## src/sv/hist2d_pkg.sv

```systemverilog
// ----------------------------------------------------------------------------
// hist2d_pkg: shared types and codes of the two-dimensional histogrammer
// Opcodes, outcome codes, configuration register indexes, the command kinds
// that travel from the classifier to the bin-update engine, and defaults.
// ----------------------------------------------------------------------------
package hist2d_pkg;

  // Default geometry of the bin store.
  localparam int unsigned MAX_X_BINS_DEF  = 256;
  localparam int unsigned MAX_Y_BINS_DEF  = 256;
  localparam int unsigned COUNT_WIDTH_DEF = 32;

  // Depth of the command queue between classifier and update engine.
  localparam int unsigned QUEUE_DEPTH = 4;

  // Configuration port.
  localparam int unsigned CFG_INDEX_W = 3;
  localparam int unsigned CFG_DATA_W  = 24;

  localparam logic [CFG_INDEX_W-1:0] CFG_X_LOW_EDGE   = 3'd0;
  localparam logic [CFG_INDEX_W-1:0] CFG_X_HIGH_EDGE  = 3'd1;
  localparam logic [CFG_INDEX_W-1:0] CFG_X_BINS_UNIT  = 3'd2;
  localparam logic [CFG_INDEX_W-1:0] CFG_X_BIN_COUNT  = 3'd3;
  localparam logic [CFG_INDEX_W-1:0] CFG_Y_LOW_EDGE   = 3'd4;
  localparam logic [CFG_INDEX_W-1:0] CFG_Y_HIGH_EDGE  = 3'd5;
  localparam logic [CFG_INDEX_W-1:0] CFG_Y_BINS_UNIT  = 3'd6;
  localparam logic [CFG_INDEX_W-1:0] CFG_Y_BIN_COUNT  = 3'd7;

  // Input opcodes.
  localparam logic [1:0] OP_ADD   = 2'd0;
  localparam logic [1:0] OP_READ  = 2'd1;
  localparam logic [1:0] OP_WRITE = 2'd2;

  // Result outcome codes.
  localparam logic [2:0] OUT_BINNED    = 3'd0;
  localparam logic [2:0] OUT_UNDERFLOW = 3'd1;
  localparam logic [2:0] OUT_OVERFLOW  = 3'd2;
  localparam logic [2:0] OUT_ACCESS    = 3'd3;
  localparam logic [2:0] OUT_BAD       = 3'd4;

  // Per-axis configuration.
  typedef struct packed {
    logic [15:0] low_edge;
    logic [15:0] high_edge;
    logic [23:0] bins_per_unit;
    logic [8:0]  bin_count;
  } axis_cfg_t;

  // What the update engine has to do with one queued command.
  typedef enum logic [2:0] {
    KIND_ADD   = 3'd0,
    KIND_UNDER = 3'd1,
    KIND_OVER  = 3'd2,
    KIND_READ  = 3'd3,
    KIND_WRITE = 3'd4,
    KIND_NONE  = 3'd5
  } cmd_kind_t;

  localparam int unsigned KIND_W = $bits(cmd_kind_t);

endpackage

```

## src/sv/hist2d_fifo.sv

```systemverilog
// ----------------------------------------------------------------------------
// hist2d_fifo: short command queue
// Register-based first-in first-out buffer that decouples the classifier
// from the bin-update engine.
// ----------------------------------------------------------------------------
module hist2d_fifo #(
  parameter int unsigned WIDTH = 8
) (
  input  logic             clk,
  input  logic             rst_n,
  input  logic             push,
  input  logic [WIDTH-1:0] push_data,
  input  logic             pop,
  output logic [WIDTH-1:0] head_data,
  output logic             empty,
  output logic             full
);

  localparam int unsigned DEPTH = hist2d_pkg::QUEUE_DEPTH;
  localparam int unsigned PW    = (DEPTH > 1) ? $clog2(DEPTH) : 1;
  localparam int unsigned CNTW  = $clog2(DEPTH + 1);

  logic [WIDTH-1:0] slot_r [DEPTH];
  logic [PW-1:0]    wr_ptr_r, wr_ptr_nxt;
  logic [PW-1:0]    rd_ptr_r, rd_ptr_nxt;
  logic [CNTW-1:0]  count_r, count_nxt;

  assign empty     = (count_r == '0);
  assign full      = (count_r == CNTW'(DEPTH));
  assign head_data = slot_r[rd_ptr_r];

  always_comb begin
    wr_ptr_nxt = wr_ptr_r;
    rd_ptr_nxt = rd_ptr_r;
    count_nxt  = count_r;
    if (push) begin
      wr_ptr_nxt = (wr_ptr_r == PW'(DEPTH - 1)) ? '0 : wr_ptr_r + 1'b1;
    end
    if (pop) begin
      rd_ptr_nxt = (rd_ptr_r == PW'(DEPTH - 1)) ? '0 : rd_ptr_r + 1'b1;
    end
    if (push && !pop) begin
      count_nxt = count_r + 1'b1;
    end else if (pop && !push) begin
      count_nxt = count_r - 1'b1;
    end
  end

  always_ff @(posedge clk) begin
    if (!rst_n) begin
      wr_ptr_r <= '0;
      rd_ptr_r <= '0;
      count_r  <= '0;
    end else begin
      wr_ptr_r <= wr_ptr_nxt;
      rd_ptr_r <= rd_ptr_nxt;
      count_r  <= count_nxt;
    end
  end

  always_ff @(posedge clk) begin
    if (push) begin
      slot_r[wr_ptr_r] <= push_data;
    end
  end

endmodule

```

## config.mk

```make
export PLATFORM = sky130hd
export DESIGN_NAME = hist2d_fifo
export DESIGN_NICKNAME = d
export VERILOG_FILES = /design/src/sv/hist2d_pkg.sv /design/src/sv/hist2d_fifo.sv
export SDC_FILE = /design/constraint.sdc
export NUM_CORES = 1
export LEC_CHECK = 0
export BUFFER_PORTS_ARGS = -buffer_cell sky130_fd_sc_hd__buf_4
export CAP_MARGIN = 30
export CORE_MARGIN = 2
export CORE_UTILIZATION = 55
export DETAILED_ROUTE_END_ITERATION = 8
export PLACE_DENSITY = 0.84
export SLEW_MARGIN = 20
export SYNTH_ARGS = -nofsm -noshare
export SYNTH_HDL_FRONTEND = slang
export SYNTH_SLANG_ARGS = --single-unit
```

## constraint.sdc

```tcl
create_clock -name clk -period 2.29 [get_ports clk]
set_clock_uncertainty 0.2 [all_clocks]
set_input_delay 0.5725 -clock clk [delete_from_list [all_inputs] [get_ports clk]]
set_output_delay 0.5725 -clock clk [all_outputs]
set_load 0.005 [all_outputs]
```

After elaboration in Yosys (flattened, before gate mapping):

Memory sizes are Yosys's and may differ from the RTL's. A register that Yosys moved wholly into a read port is not among the register bits.
Cells that the tools add are included.

* memory bits (writable): 32
* logic and storage cells: 25
* register bits after elaboration: 7
* memories: 1
* output and inout port bits: 10
* bits of input ports: 12

* add/subtract/negate cells: 4
* equality and inequality tests: 3
* reductions and logical operators: 6
* muxes and demuxes: 8

Memories
* slot_r: words 4, width 8, rd ports 1, clocked after memory_dff 1, wr ports 1, line hist2d_fifo.sv:23 `logic [WIDTH-1:0] slot_r [DEPTH];`

Operators with widths (number)
* $mux 2: 4
* $mux 3: 2
* $add 2x1->2 const B: 2
* $eq 2x2->1 const B: 2
* $add 3x1->3 const B: 1
* $eq 3x3->1 const B: 1
* $logic_not 3->1: 1
* $sub 3x1->3 const B: 1
* $logic_and 1x1->1: 2
* $logic_not 1->1: 2
* $mux 1: 2
* $reduce_bool 2->1: 1

Logic depth before layout (Yosys ltp):

* word-level depth: 4
* gate-level depth with buffers: 7
* mapped depth without buffers: 7

Least setup slack after synthesis:

OpenSTA, ideal clock, no wires.

* path kind: input -> register
* start: input port pop
* end: register count_r[2]
* data arrival time: 1.765 ns
* buffers on the path: 0
* required time: 2.020 ns
* cell stages on the path: 7
* slack: 0.255 ns
* setup time: 0.070 ns
* path through: inv_1 > ha_1 > inv_1 > fa_1 > xor2_1 > or3_1 > a21boi_1

* cells in the longest elaborated chain, start to end: 3
* elaborated cells between the ends (all ways): 5
* classes of those cells: mux (1); reduce/logical (4)

Ends and longest elaborated chain
* from (decl): line hist2d_fifo.sv:13 `input logic pop,`
* $logic_not 1->1: line hist2d_fifo.sv:42 `if (push && !pop) begin`
* $logic_and 1x1->1: line hist2d_fifo.sv:42
* $mux 3 / $reduce_bool 2->1 (equally long branches)
* to (signal assigned): line hist2d_fifo.sv:57 `count_r <= count_nxt;`
* to (decl): line hist2d_fifo.sv:26 `logic [CNTW-1:0] count_r, count_nxt;`

Several ways; a longest one is shown, not always the timed one.
A chain may end at the register's enable or synchronous reset.

==> out/metrics.cfg <==
[global_route]
grt_pass1_wl_um=3710
grt_max_degree=13
grt_antenna_before_repair=0
met3_usage_pct=7.59
grt_usage_pct=16.0
met1_usage_pct=18.3
top_usage_layer=met2
use_met2_pct=24.7
overflow=0
grt_pass1_vias=810

[critical_path]
crit_type=flop to output port
crit_required_ps=1520
endpoint_kind=output port
crit_fanout=8
crit_arrival_ps=1460
timing.rr.start=count_r[0]
rr_worst_depth=4
cp-start-kind=flop

[timing]
period_minus_slack_ps=2240
hold_viol_final=0
max_freq_ghz=0.447
tightestPinTransition_ps=440
hold-worst-slack_ps=239
rsz0062_at_grt=true
tns_ps=0
drv_slew=0
fin_crit_sh_pct=97.7
setup_viol=0
maxSlewHeadroom_pct=70.7

[yosys]
synth_seq_area_share_pct=70.6
mappedNetlistArea_um2=1620
synth_cell_types=20
async_flop_share_pct=0
ys_warn_count=0
synth_cells=86
synthFlopType=edfxtp_1
synthesis.nets=105
synth-seq-cells=41
synth_edf_count=32
synth_area_per_cell_um2=18.8

[route]
drt-total-wl_um=2330
wl_per_cell_um=16.1
viasPerCell=5.52
drc_errors=0
vias=800
ant_nets=0
drt_pass1_iterations=4
drtIter0Drc=19

[cts]
cts_buffers=5
postCtsSetupBuffers=0
cts_tree=built
root_buffer=clkbuf_4
path_clk_slew_ps=110
clockBufferDepth=2
h-tree-depth=2
ctsHoldBuffers=0
clock_latency_ps=320
cts.sinks=41

[floorplanning]
dieArea_um2=3390
die_h_um=58.2
ios=22
start_util_pct=58.1
num_rows=19
core_region_area_um2=2780
die_w_um=58.2

[min_path]
hold_path_class=input pin to flop
hp-start=push_data[7]
min_path_cells=1

[power]
leakagePower_uw=0.000700
power_density_nw_per_um2=735
finalPower_uw=1400
irDropWorstVdd_mv=0.569

[placed_design]
dpl.hpwl_um=1670
io_buffers=21
dpl-instance-area_um2=1800
globalplace.congestion=0.619

[finish]
fin_nets=132
postLayoutCellArea_um2=1900
fillers=189
area_growth_pct=17.5
utilization_pct=68.2
n_antenna_cell=0
drive_gt1_share_pct=33.3

[run]
max-cap-violations=0

[status]
status=finished, final reports clean

## report_power, final
group,switching (µW),internal [µW]
clock,204,117
combinational,79.5,122
sequential,26.7,846
## cell usage in the layout (no fill, tap or decap), types with 2 or more instances in the layout
cell type,netlist,routed
edfxtp_1,32,32
buf_4,0,13
mux4_2,8,8
dfxtp_1,9,8
buf_6,1,8
ha_1,6,6
and2_1,5,5
nor2b_1,5,5
clkbuf_4,0,5
inv_1,4,4
mux2i_1,4,4
nor3_1,2,2
clkinv_2,0,2
## state kept, by name (all words and copies together) (netlist names), named ones only
name,flops
rd_ptr_r,2
slot_r,32
wr_ptr_r,2
count_r,3
## cells by family after synthesis
| logic type | after synthesis | share of synthesized area, % |
|---|---|---|
| mux | 12 | 13.6 |
| fa+ha+maj | 7 | 5.89 |
| simple gates | 15 | 5.58 |
| compound gates | 3 | 1.24 |
| xor+xnor | 2 | 1.08 |
| flops | 41 | 70.6 |
| buf+inv | 6 | 1.94 |
## cell usage after synthesis, types with 2 or more instances
| cell type | n | area share [%] |
|---|---|---|
| edfxtp_1 | 32 | 59 |
| dfxtp_1 | 9 | 11 |
| mux4_2 | 8 | 11 |
| ha_1 | 6 | 4.6 |
| and2_1 | 5 | 1.9 |
| nor2b_1 | 5 | 1.9 |
| inv_1 | 4 | 0.93 |
| mux2i_1 | 4 | 2.5 |
| nor3_1 | 2 | 0.62 |
## through the flow
step | std cells | setup slack (ps)
after floorplan | 86 | 255
after global placement | 137 | 105
after detailed placement | 137 | -20.1
after CTS | 145 | 11.1
after global routing | 145 | -15.2
final | 145 | 52.7
## area by class of cell
| class | count | area (µm²) | share of cell area, % |
|---|---|---|---|
| clock inverters | 2 | 10.0 | 0.527 |
| repair buffers | 22 | 208 | 10.9 |
| inverters | 4 | 15.0 | 0.791 |
| multi-input cells | 39 | 443 | 23.3 |
| well taps | 31 | 38.8 | 2.04 |
| clock buffers | 6 | 41.3 | 2.18 |
| flip-flops and latches | 41 | 1140 | 60.2 |
## layer usage
layer  share of wire (%)  vias up
li1                    -      377
met1                  41      392
met2                  50       27
met3                 7.4        4
met4                 1.2        0
met5                   0        -
## critical path, cell delays in order (launching register included)
cell and delay, ps:
dfxtp_2 350, buf_12 130, mux4_2 510, buf_6 130
## repair_timing
action	CTS	global route
setup endpoints to repair	8	8
gates resized for setup	2	10
pin swaps	0	0
## path summary, 6_finish.rpt
path	slack, ps	to
worst max-delay path	50	head_data[4]
worst min-delay path	240	slot_r[0][7]
worst min register to register	320	count_r[2]
worst max register to register	580	count_r[2]
(Power assumes the default switching activity.)
