### config.mk
export PLATFORM = sky130hd
export DESIGN_NAME = hist2d_front
export DESIGN_NICKNAME = d
export VERILOG_FILES = /design/src/sv/hist2d_pkg.sv /design/src/sv/hist2d_front.sv
export SDC_FILE = /design/constraint.sdc
export NUM_CORES = 2
export LEC_CHECK = 0
export BUFFER_PORTS_ARGS = -buffer_cell sky130_fd_sc_hd__buf_2
export CAP_MARGIN = 20
export CORE_ASPECT_RATIO = 2
export CORE_UTILIZATION = 55
export CTS_BUF_LIST = sky130_fd_sc_hd__clkbuf_8
export DETAILED_ROUTE_END_ITERATION = 10
export GPL_TIMING_DRIVEN = 0
export PLACE_DENSITY_LB_ADDON = 0.15
export SLEW_MARGIN = 15
export SYNTH_ARGS = -nofsm -noshare
export SYNTH_HDL_FRONTEND = slang
export SYNTH_SLANG_ARGS = --single-unit
### constraint.sdc
create_clock -name clk -period 48.2 [get_ports clk]
set_input_delay 12.05 -clock clk [delete_from_list [all_inputs] [get_ports clk]]
set_output_delay 12.05 -clock clk [all_outputs]
set_load 0.01 [all_outputs]
### src/sv/hist2d_pkg.sv
// ----------------------------------------------------------------------------
// hist2d_pkg: shared types and codes of the two-dimensional histogrammer
// Opcodes, outcome codes, configuration register indexes, the command kinds
// that travel from the classifier to the bin-update engine, and defaults.
// ----------------------------------------------------------------------------
package hist2d_pkg;

  // Default geometry of the bin store.
  localparam int unsigned MAX_X_BINS_DEF  = 256;
  localparam int unsigned MAX_Y_BINS_DEF  = 256;
  localparam int unsigned COUNT_WIDTH_DEF = 32;

  // Depth of the command queue between classifier and update engine.
  localparam int unsigned QUEUE_DEPTH = 4;

  // Configuration port.
  localparam int unsigned CFG_INDEX_W = 3;
  localparam int unsigned CFG_DATA_W  = 24;

  localparam logic [CFG_INDEX_W-1:0] CFG_X_LOW_EDGE   = 3'd0;
  localparam logic [CFG_INDEX_W-1:0] CFG_X_HIGH_EDGE  = 3'd1;
  localparam logic [CFG_INDEX_W-1:0] CFG_X_BINS_UNIT  = 3'd2;
  localparam logic [CFG_INDEX_W-1:0] CFG_X_BIN_COUNT  = 3'd3;
  localparam logic [CFG_INDEX_W-1:0] CFG_Y_LOW_EDGE   = 3'd4;
  localparam logic [CFG_INDEX_W-1:0] CFG_Y_HIGH_EDGE  = 3'd5;
  localparam logic [CFG_INDEX_W-1:0] CFG_Y_BINS_UNIT  = 3'd6;
  localparam logic [CFG_INDEX_W-1:0] CFG_Y_BIN_COUNT  = 3'd7;

  // Input opcodes.
  localparam logic [1:0] OP_ADD   = 2'd0;
  localparam logic [1:0] OP_READ  = 2'd1;
  localparam logic [1:0] OP_WRITE = 2'd2;

  // Result outcome codes.
  localparam logic [2:0] OUT_BINNED    = 3'd0;
  localparam logic [2:0] OUT_UNDERFLOW = 3'd1;
  localparam logic [2:0] OUT_OVERFLOW  = 3'd2;
  localparam logic [2:0] OUT_ACCESS    = 3'd3;
  localparam logic [2:0] OUT_BAD       = 3'd4;

  // Per-axis configuration.
  typedef struct packed {
    logic [15:0] low_edge;
    logic [15:0] high_edge;
    logic [23:0] bins_per_unit;
    logic [8:0]  bin_count;
  } axis_cfg_t;

  // What the update engine has to do with one queued command.
  typedef enum logic [2:0] {
    KIND_ADD   = 3'd0,
    KIND_UNDER = 3'd1,
    KIND_OVER  = 3'd2,
    KIND_READ  = 3'd3,
    KIND_WRITE = 3'd4,
    KIND_NONE  = 3'd5
  } cmd_kind_t;

  localparam int unsigned KIND_W = $bits(cmd_kind_t);

endpackage

### src/sv/hist2d_front.sv
// ----------------------------------------------------------------------------
// hist2d_front: configuration registers and event classifier
// Accepts input beats, sorts add events into underflow, overflow or a bin
// address, checks read and write indexes, and pushes one command per beat.
// ----------------------------------------------------------------------------
module hist2d_front #(
  parameter int unsigned MAX_X_BINS  = hist2d_pkg::MAX_X_BINS_DEF,
  parameter int unsigned MAX_Y_BINS  = hist2d_pkg::MAX_Y_BINS_DEF,
  parameter int unsigned COUNT_WIDTH = hist2d_pkg::COUNT_WIDTH_DEF,
  parameter int unsigned AW          = 16
) (
  input  logic                               clk,
  input  logic                               rst_n,
  input  logic                               cfg_valid,
  input  logic [hist2d_pkg::CFG_INDEX_W-1:0] cfg_index,
  input  logic [hist2d_pkg::CFG_DATA_W-1:0]  cfg_data,
  input  logic                               in_valid,
  output logic                               in_stall,
  input  logic [1:0]                         in_opcode,
  input  logic [15:0]                        in_x_value,
  input  logic [15:0]                        in_y_value,
  input  logic [15:0]                        in_weight,
  input  logic [7:0]                         in_bin_x,
  input  logic [7:0]                         in_bin_y,
  input  logic [31:0]                        in_write_count,
  input  logic                               clearing,
  input  logic                               q_full,
  output logic                               q_push,
  output hist2d_pkg::cmd_kind_t              q_kind,
  output logic [AW-1:0]                      q_addr,
  output logic [COUNT_WIDTH-1:0]             q_data
);

  localparam int unsigned XIW = (MAX_X_BINS > 1) ? $clog2(MAX_X_BINS) : 1;
  localparam int unsigned YIW = (MAX_Y_BINS > 1) ? $clog2(MAX_Y_BINS) : 1;
  localparam int unsigned NXW = $clog2(MAX_X_BINS + 1);
  localparam int unsigned NYW = $clog2(MAX_Y_BINS + 1);

  hist2d_pkg::axis_cfg_t x_cfg_r, x_cfg_nxt;
  hist2d_pkg::axis_cfg_t y_cfg_r, y_cfg_nxt;

  logic [NXW-1:0] nx;
  logic [NYW-1:0] ny;
  logic [15:0]    dx, dy;
  logic [39:0]    prod_x, prod_y;
  logic [23:0]    raw_x, raw_y;
  logic [XIW-1:0] ix;
  logic [YIW-1:0] iy;
  logic           below, above, in_range;
  logic [31:0]    add_addr, acc_addr;

  // Configuration writes.
  always_comb begin
    x_cfg_nxt = x_cfg_r;
    y_cfg_nxt = y_cfg_r;
    if (cfg_valid) begin
      case (cfg_index)
        hist2d_pkg::CFG_X_LOW_EDGE:  x_cfg_nxt.low_edge      = cfg_data[15:0];
        hist2d_pkg::CFG_X_HIGH_EDGE: x_cfg_nxt.high_edge     = cfg_data[15:0];
        hist2d_pkg::CFG_X_BINS_UNIT: x_cfg_nxt.bins_per_unit = cfg_data;
        hist2d_pkg::CFG_X_BIN_COUNT: x_cfg_nxt.bin_count     = cfg_data[8:0];
        hist2d_pkg::CFG_Y_LOW_EDGE:  y_cfg_nxt.low_edge      = cfg_data[15:0];
        hist2d_pkg::CFG_Y_HIGH_EDGE: y_cfg_nxt.high_edge     = cfg_data[15:0];
        hist2d_pkg::CFG_Y_BINS_UNIT: y_cfg_nxt.bins_per_unit = cfg_data;
        hist2d_pkg::CFG_Y_BIN_COUNT: y_cfg_nxt.bin_count     = cfg_data[8:0];
        default: begin
        end
      endcase
    end
  end

  always_ff @(posedge clk) begin
    if (!rst_n) begin
      x_cfg_r <= '{low_edge: 16'd0, high_edge: 16'hFFFF, bins_per_unit: 24'd256,
                   bin_count: 9'd256};
      y_cfg_r <= '{low_edge: 16'd0, high_edge: 16'hFFFF, bins_per_unit: 24'd256,
                   bin_count: 9'd256};
    end else begin
      x_cfg_r <= x_cfg_nxt;
      y_cfg_r <= y_cfg_nxt;
    end
  end

  // Bins in use: zero means one bin, anything above the store size saturates.
  always_comb begin
    if (x_cfg_r.bin_count == '0) begin
      nx = NXW'(1);
    end else if (32'(x_cfg_r.bin_count) > 32'(MAX_X_BINS)) begin
      nx = NXW'(MAX_X_BINS);
    end else begin
      nx = NXW'(x_cfg_r.bin_count);
    end
    if (y_cfg_r.bin_count == '0) begin
      ny = NYW'(1);
    end else if (32'(y_cfg_r.bin_count) > 32'(MAX_Y_BINS)) begin
      ny = NYW'(MAX_Y_BINS);
    end else begin
      ny = NYW'(y_cfg_r.bin_count);
    end
  end

  // Bin index per axis, clamped to the last bin so the high edge lands inside.
  always_comb begin
    dx     = in_x_value - x_cfg_r.low_edge;
    dy     = in_y_value - y_cfg_r.low_edge;
    prod_x = 40'(dx) * 40'(x_cfg_r.bins_per_unit);
    prod_y = 40'(dy) * 40'(y_cfg_r.bins_per_unit);
    raw_x  = prod_x[39:16];
    raw_y  = prod_y[39:16];
    ix     = (32'(raw_x) >= 32'(nx)) ? XIW'(nx - 1'b1) : XIW'(raw_x);
    iy     = (32'(raw_y) >= 32'(ny)) ? YIW'(ny - 1'b1) : YIW'(raw_y);
  end

  always_comb begin
    below    = (in_x_value < x_cfg_r.low_edge) || (in_y_value < y_cfg_r.low_edge);
    above    = (in_x_value > x_cfg_r.high_edge) || (in_y_value > y_cfg_r.high_edge);
    in_range = (32'(in_bin_x) < 32'(nx)) && (32'(in_bin_y) < 32'(ny));
    add_addr = 32'(iy) * 32'(MAX_X_BINS) + 32'(ix);
    acc_addr = 32'(in_bin_y) * 32'(MAX_X_BINS) + 32'(in_bin_x);
  end

  // Command build.
  always_comb begin
    q_kind = hist2d_pkg::KIND_NONE;
    q_addr = AW'(acc_addr);
    q_data = COUNT_WIDTH'(in_write_count);
    case (in_opcode)
      hist2d_pkg::OP_ADD: begin
        q_addr = AW'(add_addr);
        q_data = COUNT_WIDTH'(in_weight);
        if (below) begin
          q_kind = hist2d_pkg::KIND_UNDER;
        end else if (above) begin
          q_kind = hist2d_pkg::KIND_OVER;
        end else begin
          q_kind = hist2d_pkg::KIND_ADD;
        end
      end
      hist2d_pkg::OP_READ: begin
        q_kind = in_range ? hist2d_pkg::KIND_READ : hist2d_pkg::KIND_NONE;
      end
      hist2d_pkg::OP_WRITE: begin
        q_kind = in_range ? hist2d_pkg::KIND_WRITE : hist2d_pkg::KIND_NONE;
      end
      default: begin
        q_kind = hist2d_pkg::KIND_NONE;
      end
    endcase
  end

  assign in_stall = q_full || clearing;
  assign q_push   = in_valid && !in_stall;

endmodule

-- After elaboration in Yosys (flattened, before gate mapping)
Index checks and enable logic that the tools add are counted.
- output and inout port bits: 53
- bits in registers: 130
- logic and storage cells: 66
- bits of input ports: 131
- multipliers: 2
- $lt $le $gt $ge: 10
- reductions and logical operators: 18
- add/subtract/negate cells: 6
- muxes and demuxes: 13
- equality and inequality tests: 9
- operators by type and width (kind ; number):
    multiplier 16 x 24 -> 40 bit ; 2
    greater-or-equal comparator 24 x 9 -> 1 bit ; 2
    two-way mux 9 bit ; 4
    adder 16 x 8 -> 16 bit ; 2
    > comparator 16 bit ; 2
    less-than comparator 16 bit ; 2
    two-way mux 32 bit ; 1
    subtractor 16 bit ; 2
    > comparator 9 bit (second input constant) ; 2
    zero test 9 bit ; 2
    less-than comparator 8 x 9 -> 1 bit ; 2
    two-way mux 16 bit ; 1
    two-way mux 8 bit ; 2
    AND reduction 2 bit ; 8
    subtractor 8 x 1 -> 8 bit (second input constant) ; 2
    equality test 3 bit (second input constant) ; 4
    one-hot mux 3 bit (3 select lines) ; 1
    equality test 3 x 2 -> 1 bit (second input constant) ; 2
    two-way mux 2 bit ; 2
    equality test 3 x 1 -> 1 bit (second input constant) ; 1
    zero test 3 bit ; 1
    logical OR 1 bit ; 3
    two-way mux 3 bit ; 1
    equality test 2 x 1 -> 1 bit (second input constant) ; 1
    5 further kinds ; 6

-- Depth between registers and ports, before layout
- word-level depth: 7
- mapped depth: 50
- depth with buffers taken out: 48

-- Worst setup path after synthesis
Ideal clock, no wire load.
- kind: in2out
- start: input in_x_value[0]
- end: output q_addr[7]
- path buffers: 2
- arrival time: 21913 ps
- required time: 36150 ps
- setup slack: 14237 ps
- stages on the path: 48
- cell sequence: inv_1 ha_1 fa_1 nor2b_1 o21ai_0 a21boi_0 o21ai_0 a21boi_0 o21ai_0 a21boi_0 o21ai_0 a211oi_1 o21ai_0 or3b_2 clkbuf_1 nand3_1 fa_1 fa_1 (+12 left out) a21boi_0 a21oi_1 inv_1 a21oi_1 xnor2_1 ha_1 a21oi_1 nand4_1 nor4_1 o311ai_0 a311oi_1 o21ai_0 a221oi_2 o2111ai_1 nor4b_4 buf_4 mux2i_1 nand3_1
- cells in the longest elaborated chain, start to end: 6
- ends and longest elaborated chain (what ; RTL line ; text):
    start: declaration ; hist2d_front.sv:20 ; input logic [15:0] in_x_value,
    subtractor 16 bit (*) ; hist2d_front.sv:104 ; dx = in_x_value - x_cfg_r.low_edge;
    multiplier 16 x 24 -> 40 bit (*) ; hist2d_front.sv:106 ; prod_x = 40'(dx) * 40'(x_cfg_r.bins_per_unit);
    greater-or-equal comparator 24 x 9 -> 1 bit ; hist2d_front.sv:110 ; ix = (32'(raw_x) >= 32'(nx)) ? XIW'(nx - 1'b1) : XIW'(raw_x);
    two-way mux 8 bit (*) ; hist2d_front.sv:110 ;
    adder 16 x 8 -> 16 bit (*) ; hist2d_front.sv:118 ; add_addr = 32'(iy) * 32'(MAX_X_BINS) + 32'(ix);
    two-way mux 16 bit (*) ; hist2d_front.sv:127 ; case (in_opcode)
    end: declaration ; hist2d_front.sv:30 ; output logic [AW-1:0] q_addr,
Mark *: on every way between the ends. The rest lies on a longest branch, timed or not.

-- Worst setup path after layout
- start: input in_x_value[1]
- end: output q_addr[7]
Same word-level chain as after synthesis.

==> flow_metrics.tcl <==
set metrics [dict create \
    cp.required_ns 36.15 \
    rsz0062_at_grt "no" \
    ys_ff_latch 130 \
    synth_top_area_share_pct 34.6 \
    maxCapViolCount 0 \
    cts_root_buffer "clkbuf_8" \
    die_h_um 361 \
    critPathMaxStageDelay_ns 0.61 \
    dr.first_iter.drc_count 2392 \
    hpwl_um 110000 \
    max_slew_margin_pct 16.7 \
    first_global_vias 34100 \
    postCtsSetupRepairBufs 0 \
    placed_cells 5399 \
    h-tree-depth 4 \
    cts_buffers 17 \
    cts_tree "done" \
    initial_core_util_pct 55.5 \
    grt_pass1_wl_um 199000 \
    clock_latency_ns 0.49 \
    layout-drive-gt1-share_pct 5.22 \
    synth_nets 5490 \
    num_rows 131 \
    antenna_found_initial 10 \
    fin_crit_sh_pct 76.0 \
    viasPerCell 5.95 \
    crit_top_cell "fa_1" \
    start_kind "input pin" \
    fin_tns_setup_ns 0 \
    synthArstFlopShare_pct 0 \
    synth_edf_count 0 \
    ys_types 69 \
    crit_fanout 10 \
    port_buffers 171 \
    ys.flop_type "dfxtp_1" \
    die_w_um 181 \
    hold_viol 0 \
    finalSetupViolCount 0 \
    max_freq_mhz 27.3 \
    io_pins 184 \
    path_class "in -> out" \
    ant_nets 0 \
    worstPathArrival_ns 24.57 \
    tightest_slew_ns 1.24 \
    first_pass_iters 11 \
    gp_congestion 1.01 \
    grt_max_degree 17 \
    grt_overflow 0 \
    crit_path_end_kind "primary output" \
    violations "design-rule violations" \
    synthesis.area_sq_um 35400 \
    core_sq_um 63800 \
    cpMaxStageDelayCell "fa_1" \
    vdd_ir_drop_max_mv 0.0174 \
    clkTransAtPathRegs_ns 0.08 \
    area_growth_pct 6.70 \
    drc 6 \
    outcome "complete, but fails checks" \
    holdWs_ns 0.468 \
    cts_resized 0 \
    holdBufCountCts 0 \
    drv_slew 0 \
    hold_class "reg -> reg" \
    wirelength_um 132000 \
    cts.path.max_buffers 2 \
    wire_per_inst_um 24.3 \
    vias 32400 \
    final_cell_count_no_fill 5442 \
    yosys-top-cells-area "fa_1 (35%), ha_1 (11%), inv_1 (9.2%)" \
    ys_warn_count 0 \
    finalCriticalPeriod_ns 36.62 \
    power-per-cell-area_nw_per_um2 16.1 \
    nets 5683 \
    skew_ns 0 \
    dieArea_sq_um 65500 \
    syn_area_per_cell_sq_um 8.00 \
    netlist_instances 4429 \
    p_leak_nw 18.4 \
    track_usage_pct 41.5 \
    numClockSinks 130 \
    yosysSeqAreaShare_pct 7.35 \
    synth_area_leader_cell "fa_1" \
]
## routing by layer
| layer | share of wire (%) | global-route usage, % | wire [um] | vias to the layer above |
|---|---|---|---|---|
| li1 | - | - | - | 14300 |
| met1 | 29 | 35.7 | 38200 | 15700 |
| met2 | 51 | 73.7 | 66900 | 1572 |
| met3 | 6.1 | 8.20 | 8110 | 799 |
| met4 | 14 | 49.5 | 19200 | 6 |
| met5 | 0.029 | 0 | 38 | - |
## metrics by stage
step | total power [W] | instance area, sq um | setup slack (ns) | utilization [%]
finish | 0.000608 | 37800 | 11.58 | 59.3
CTS | 0.000602 | 37700 | 11.67 | 59.2
global route | 0.000651 | 37800 | 10.66 | 59.2
global placement | 0.000484 | 37300 | 11.87 | 58.4
floorplan | 0.000359 | 35400 | 14.24 | -
detailed placement | 0.000489 | 37300 | 11.75 | 58.5
## power breakdown
| group | total, W | switching, W | internal [W] |
|---|---|---|---|
| clock | 0.000113 | 0.0000559 | 0.0000571 |
| sequential | 0.000111 | 0.00000141 | 0.000110 |
| combinational | 0.000383 | 0.000249 | 0.000134 |
| total | 0.000608 | 0.000306 | 0.000301 |
## cell usage in the layout, fill, tap and decap left out, types with 20 or more instances in the layout
cell / instances
inv_1: 868
nand2_1: 824
fa_1: 612
ha_1: 318
clkbuf_1: 282
buf_2: 173
and2_1: 166
o211ai_1: 138
dfxtp_1: 130
nor2_1: 118
a21boi_0: 108
nand3_1: 80
o21ai_0: 78
a21oi_1: 77
nand2b_1: 74
nor2b_1: 53
nand3b_1: 51
a21o_1: 45
and3_1: 45
a211oi_1: 33
a31oi_1: 32
o21a_1: 31
o211a_1: 30
xnor2_1: 29
a2111oi_0: 22
clkbuf_8: 21
xor2_1: 20
## cells by family after synthesis
| family | Yosys count | share of synthesized area, % |
|---|---|---|
| simple gates | 1477 | 19.5 |
| buf+inv | 1165 | 12.4 |
| fa+ha+maj | 930 | 45.8 |
| compound gates | 668 | 13.5 |
| flops | 130 | 7.35 |
| xor+xnor | 50 | 1.24 |
| mux | 9 | 0.261 |
## synth_stat cells, types with 4 or more instances
cell       count
nand4b_1       8
a21o_1        45
a31oi_1       32
o21ai_1        4
fa_1         612
inv_1        867
xnor2_1       30
and4_1         4
and2_1       166
o21ai_0       78
clkbuf_2       9
nand2b_1      74
a22oi_1        6
o211a_1       30
nor2_1       118
nand4_1       16
nor3_1        15
dfxtp_1      130
o21bai_1      10
a211oi_1      33
ha_1         318
a21boi_0     108
mux2i_1        7
nor2b_1       53
nand2_1      824
and3_1        45
a311o_1        4
o311ai_0       7
xor2_1        20
nand3_1       80
a21oi_1       77
o21a_1        31
a2111oi_0     22
o211ai_1     138
or2_2          9
a41oi_1        5
nand3b_1      51
clkbuf_1     282
## state kept, by name, summed over array words and instances (netlist names)
| register | count |
|---|---|
| y_cfg_r | 65 |
| x_cfg_r | 65 |
## critical path, delay by kind of cell
kind | cells | cell delay, ns
and+or+nand+nor | 7 | 1.47
adders and majority gates | 9 | 3.82
muxes | 1 | 0.20
xor gates and xnor gates | 1 | 0.09
buffers and inverters | 9 | 1.50
AOI/OAI and AO/OA | 22 | 5.42
## worst paths after layout
path | cells past startpoint | to | from | slack, ns
min | 2 | y_cfg_r[64] | y_cfg_r[64] | 0.47
max | 49 | q_addr[7] | in_x_value[1] | 11.58
max reg2reg | 3 | x_cfg_r[10] | x_cfg_r[10] | 46.70
min reg2reg | 2 | y_cfg_r[64] | y_cfg_r[64] | 0.47
## area by class of cell
cell class	instances	area (sq um)
diodes	9	22.5
flip-flops and latches	130	2600
plain buffers	295	1120
fillers	6036	26000
clock buffers	21	289
repair buffers	174	886
well taps	798	998
inverters	870	3270
clock inverters	11	151
multi-input cells	3134	28400
No activity file was read; power rests on OpenSTA's default activity.
